### config.mk
export PLATFORM = sky130hd
export DESIGN_NAME = qmm_mix
export DESIGN_NICKNAME = d
export VERILOG_FILES = /design/src/design/qmm_pkg.sv /design/src/design/qmm_mix.sv
export SDC_FILE = /design/constraint.sdc
export NUM_CORES = 1
export LEC_CHECK = 0
export BUFFER_PORTS_ARGS = -buffer_cell sky130_fd_sc_hd__buf_4
export CORE_MARGIN = 1
export CORE_UTILIZATION = 50
export DETAILED_ROUTE_END_ITERATION = 12
export PLACE_DENSITY = 0.69
export RECOVER_POWER = 100
export SLEW_MARGIN = 20
export SYNTH_ARGS = -nofsm -noshare
export SYNTH_HDL_FRONTEND = slang
export SYNTH_SLANG_ARGS = --single-unit
### constraint.sdc
create_clock -name vclk -period 16.05
set_input_delay 3.21 -clock vclk [all_inputs]
set_output_delay 3.21 -clock vclk [all_outputs]
set_load 0.02 [all_outputs]
### src/design/qmm_pkg.sv
// qmm_pkg: shared types, fixed-point constants and pipeline stage map for the
// quad motor mixer with battery compensation.
// No dependencies.
package qmm_pkg;

  // field widths
  localparam int unsigned NUM_MOTORS = 4;
  localparam int unsigned CMD_W      = 16;
  localparam int unsigned DUTY_W     = 8;

  // upper bound on any motor duty
  localparam logic [DUTY_W-1:0] DUTY_CAP = 8'd254;

  // t = m*75/255 = (5*m)/17 in Q16.16; x/17 by reciprocal 2^24/17
  localparam logic [19:0] RECIP_17    = 20'd986895;
  localparam int unsigned RECIP_SHIFT = 24;
  // floor(b*2^16/17) equals b*3855 for every remainder b of 0..16
  localparam logic [15:0] FRAC_17     = 16'd3855;

  // motor model coefficients in Q0.24
  localparam logic [13:0] COEF_A = 14'd10467;    // 0.0006239
  localparam logic [20:0] COEF_B = 21'd1476395;  // 0.088

  // 255 duty steps times 1000 mV per volt
  localparam logic [17:0] MV_SCALE = 18'd255000;

  // duty quotient: one bit per divide stage
  localparam int unsigned DIV_STEPS = DUTY_W;
  localparam int unsigned REM_W     = CMD_W + DIV_STEPS;

  // stage map: 0 mix, 1..7 model arithmetic, 8..15 divide, 16 output
  localparam int unsigned STG_DIV = 8;
  localparam int unsigned STG_OUT = STG_DIV + DIV_STEPS;
  localparam int unsigned NUM_STG = STG_OUT + 1;

  typedef logic [CMD_W-1:0]              msum_t;
  typedef msum_t [NUM_MOTORS-1:0]        msum_vec_t;
  typedef logic [DUTY_W-1:0]             duty_t;

endpackage

### src/design/qmm_mix.sv
// qmm_mix: X-frame mixing of thrust, roll, pitch and yaw into four saturated
// motor sums. Uses qmm_pkg.
module qmm_mix import qmm_pkg::*; (
  input  logic [CMD_W-1:0]        thrust_i,
  input  logic signed [CMD_W-1:0] roll_i,
  input  logic signed [CMD_W-1:0] pitch_i,
  input  logic signed [CMD_W-1:0] yaw_i,
  output msum_vec_t               sum_o
);

  logic signed [CMD_W:0]   roll_h;
  logic signed [CMD_W:0]   pitch_h;
  logic signed [CMD_W+2:0] t_s;
  logic signed [CMD_W+2:0] r_s;
  logic signed [CMD_W+2:0] p_s;
  logic signed [CMD_W+2:0] y_s;
  logic signed [CMD_W+2:0] raw [NUM_MOTORS];

  // halve roll and pitch, rounding toward zero
  assign roll_h  = ($signed({roll_i[CMD_W-1], roll_i})
                   + $signed({{CMD_W{1'b0}}, roll_i[CMD_W-1]})) >>> 1;
  assign pitch_h = ($signed({pitch_i[CMD_W-1], pitch_i})
                   + $signed({{CMD_W{1'b0}}, pitch_i[CMD_W-1]})) >>> 1;

  // sign-extend to a width that holds every sum
  assign t_s = $signed({3'b000, thrust_i});
  assign r_s = $signed({{2{roll_h[CMD_W]}}, roll_h});
  assign p_s = $signed({{2{pitch_h[CMD_W]}}, pitch_h});
  assign y_s = $signed({{3{yaw_i[CMD_W-1]}}, yaw_i});

  // X-frame sums
  assign raw[0] = t_s + r_s + p_s + y_s;
  assign raw[1] = t_s + r_s - p_s - y_s;
  assign raw[2] = t_s - r_s - p_s + y_s;
  assign raw[3] = t_s - r_s + p_s - y_s;

  // saturate to 0..65535, all motors off with zero thrust
  always_comb begin
    for (int i = 0; i < NUM_MOTORS; i++) begin
      if (thrust_i == '0 || raw[i][CMD_W+2]) begin
        sum_o[i] = '0;
      end else if (raw[i][CMD_W+1:CMD_W] != 2'b00) begin
        sum_o[i] = '1;
      end else begin
        sum_o[i] = raw[i][CMD_W-1:0];
      end
    end
  end

endmodule

# == Word-level counts from Yosys, hierarchy flattened ==
# Index checks and enable logic that the tools add are counted.
# totals
in_bits,64
wordCells,29
out_inout_bits,64
register_bits,0
# classes
n_addsub,12
reduce_logical,9
n_mux,8
# ops
op,n
$mux W16,8
$add A18 B16 Y19,2
$add A19 B16 Y19,2
$sub A18 B16 Y19,2
$sub A19 B16 Y19,2
$add A16 B2 Y17,2
$add A17 B16 Y18,1
$sub A17 B16 Y18,1
$logic_not A16 Y1,1
$reduce_bool A2 Y1,4
$logic_or A1 B1 Y1,4

# == Longest topological paths before layout ==
# logic_depth
word_depth,7
mapped_depth,27
depth_no_buf,26

# == Worst setup path after synthesis ==
# OpenSTA, ideal clock, no wires.
# synth_path
kind,input to output
start,input roll_i[15]
end,output sum_o[21] (netlist bit)
path_slack_ns,4.634
cell_stages,23
t_arrival_ns,8.206
path_buffers,1
required_time_ns,12.840
path_cell_list,and2_1 > ha_1 > xor2_1 > ha_1 > a21o_1 > a21oi_1 > o21bai_1 > a21oi_1 > o21ai_0 > nand3_1 > and3b_1 > xnor2_1 > fa_1 > ha_1 > a211o_1 > a21oi_1 > nand3_1 > a41oi_2 > o2111ai_1 > a31oi_1 > mux2i_1 > buf_2 > a21oi_1
# synth_lines
item,line_no,source
"start, declared",qmm_mix.sv:5,"input logic signed [CMD_W-1:0] roll_i,"
"end, declared",qmm_mix.sv:8,output msum_vec_t sum_o

==> results.md <==
Hold path:
- The worst min-delay path class is input port to primary output.
- The cell count of the worst hold path is 4.

Global routing:
- The residual overflow from global routing is 0.
- The number of global-route vias before repair is 7,061.
- The pin count of the biggest net entering global routing is 17.
- The number of antenna violations at the first check in global routing is 0.
- The wire length of the first global-routing pass is roughly 34 mm.
- The combined global-route utilization of all metal layers is 26.31%.

STA:
- Final hold analysis gives a worst-case slack of 7036 ps.
- The worst path uses 84.35% of the clock period.
- Timing would allow up to ~0.074 GHz.
- Setup violations remaining at the end of the flow were counted as 0.
- The number of hold-slack violations in the final timing report is 0.
- In the final timing run, aggregate negative setup slack is 0 ps.
- For the finished layout, the period the worst path requires is 13,540 ps.
- The slew at the pin closest to its max-slew limit is roughly 2100 ps.
- The final-report max-slew violation count is 51.
- Headroom to the max-slew limit came out at -37.94%.
- Setup repair after global routing left no endpoint under its margin.

Yosys:
- The number of nets in the synthesized netlist is around 1,200.
- The mean cell area of the mapped netlist is about 7.7 um2.
- The cell type contributing the most total cell area after synthesis is fa_1.
- The cell with the most instances after synthesis is inv_1.
- Sequential cells were found to cover 0% of the synthesized design area.
- The area share of the leading cell type in the synthesized netlist is 19.25%.
- In the synthesized netlist, the cells that appear most often are inv_1, ha_1, xnor2_1, a21oi_1, fa_1.
- The Yosys step of the flow raised 0 warnings.
- Sorting the synthesized cells by area gives the leading types as fa_1, ha_1, xnor2_1, inv_1, xor2_1.
- The distinct cell type count of the synthesized netlist is 65.
- The number of instances in the synthesized netlist is 1,007.
- The cell area that synthesis handed to floorplanning was 0.007801 mm2.

Placement:
- The congestion estimate from routability-driven global placement came to 0.9613.
- Buffers placed on the I/O ports in this run total 128.
- The HPWL after detailed placement is 18.61 mm.
- The placed instances occupy a cell area of between 0.008 and 0.009 mm2.

Route:
- The remaining antenna violation count after routing is 0.
- The mean number of vias per cell is 5.669.
- After the first detailed-routing iteration, the DRC count stood at 409.
- The detailed-route wire length is about 21 mm.
- For this run, design rule violations remaining after detail routing come to 0.
- The via total after detailed routing is 7,392.
- Dividing the detail-routed wire length by the instance count gives 16.22 um.
- The number of iterations in the first detailed-routing pass is 5.

CTS:
- After clock tree synthesis, the repair step resized 0 gates.
- Buffers added to address setup during post-CTS repair amount to 0.
- The number of buffers inserted by hold repair at cts is 0.

Layout:
- There are 0 flip-flops and latches.
- In the final layout, the share of cells above drive strength 1 is 8.065%.
- For this run, the post-layout net count is between 1,000 and 1,500.
- The final-layout clock buffer total is 0.
- The area growth from synthesis to layout is 11.11%.
- Summing all flip-flop and latch instances after layout gives 0 um2.
- The count of antenna diodes in the layout is 0.
- The final instance area is 0.008668 mm2.
- Counting the fill cells in the layout gives 1,536.

Floorplan:
- The core outline area is 0.01520 mm2.
- The die span in x is 126.9 um.
- The initial utilization of the core area, before any placement, comes to 51.32%.
- The die height is approximately 130 um.
- The number of top-level design ports is 128.
- The die outline area is 0.01611 mm2.
- Row generation in the floorplan step produced 45 rows.

Setup path:
- STA puts the critical path data required time at 12,840 ps.
- Of all nets on the critical path, the largest fanout is 16.
- The critical path goes through buf_4 > and2_1 > ha_1 > xor2_1 > ha_1 > a21o_1 > a21oi_1 > o21bai_1 > a21oi_1 > o21ai_0 > nand3_1 > and3b_1 > xnor2_1 > fa_1 > ha_1 > o21ai_0 > nand2b_1 > a21boi_0 > a41oi_1 > o2111ai_1 > nand4_1 > o21ai_0 > a21oi_1 > clkbuf_1.
- The critical path is of the input port to primary output type.
- The type of element launching the critical path is an input port.
- The critical path runs through a total of 24 cells.
- The delay of the slowest critical-path stage is 1500 ps.
- The worst setup path is captured at a primary output.
- On the critical path, the stage with the largest delay is an instance of o21ai_0.
- The arrival time reported for the critical path endpoint is 10,330 ps.
- The number of buffers and inverters on the critical path is 2.
- Among cell families on the critical path, the largest total delay comes from compound AO/OA/AOI/OAI gates.

Status:
- The final reports fail on max-capacitance violations, max-slew violations.
- The flow ran to the end, but the final reports show violations.

Power and ir drop:
- Registers are responsible for 0% of the overall power.
- The switching power total is 0.9076 mW.
- The total internal power is 0.5384 mW.
- Of the total power, the share spent switching nets is between 60% and 70%.
- The reported leakage power is 4.054 nW.
- IR analysis of the VDD net gives a maximum drop of 0.00007587 V.
- The combinational power share is 100.0%.
- The total power divided by cell area is 166.8 mW/mm2.
- The clock network burns 0% of the power.

Run:
- The tool flagged a number of max-cap violations equal to 3.
==> tightest hold or removal path, cell delays in order <==
cell and delay [ps]:
buf_4 120, ha_1 150, o21a_1 120, clkbuf_1 220
==> metal layers <==
layer	up-vias	wire [um]	GRT usage (%)
met5	-	0	0
met1	3452	10610	37.88
met2	213	9413	45.05
li1	3703	-	-
met4	0	291	3.221
met3	24	832	0.8013
==> through the flow <==
| step | power [mW] | setup slack [ps] | instances | utilization [%] |
|---|---|---|---|---|
| after CTS | 1.566 | 3385 | 1304 | 58.69 |
| after global routing | 1.588 | 1978 | 1304 | 57.02 |
| final | 1.446 | 2512 | 1304 | 57.02 |
| after floorplan | 1.093 | 4634 | 1007 | - |
| after detailed placement | 1.557 | 3407 | 1304 | 58.69 |
| after global placement | 1.550 | 3403 | 1304 | 58.69 |
==> layout by cell type (no fill, tap or decap), types with 45 or more instances in the layout <==
cell type,Yosys,layout
a21oi_1,76,76
inv_1,126,126
nand2_1,54,54
xor2_1,45,45
fa_1,75,75
clkbuf_1,13,56
buf_4,0,76
ha_1,102,102
xnor2_1,80,80
nor2_1,63,63
==> logic make-up (layout without fill, tap and decap cells) <==
logic type               count (synthesis)  count (layout)  synth area share (%)
multiplexers                             3               3                0.5453
AO/OA/AOI/OAI                          293             293                 25.10
XOR/XNOR                               126             126                 14.24
buffers and inverters                  149             258                 7.410
adder cells (fa/ha/maj)                183             183                 36.38
AND/OR/NAND/NOR                        253             253                 16.33
==> power groups by stage <==
stage | registers [mW] | logic, mW | clock network (mW)
2_1_floorplan | 0 | 1.09 | 0
3_3_place_gp | 0 | 1.55 | 0
3_5_place_dp | 0 | 1.56 | 0
4_1_cts | 0 | 1.57 | 0
5_1_grt | 0 | 1.59 | 0
6_report | 0 | 1.45 | 0
==> worst paths after layout <==
check,startpoint,to,slack [ps]
max,roll_i[15],sum_o[25],2510
min,yaw_i[0],sum_o[32],7040
==> cell type report <==
cell class / instances / area, um2 / share of cell area (%)
timing repair buffer: 132 / 780.7 / 9.007
tap: 188 / 235.2 / 2.714
inverter: 126 / 473.0 / 5.456
multi-input combinational: 858 / 7179 / 82.82
Power figures use the tool's default switching activity.
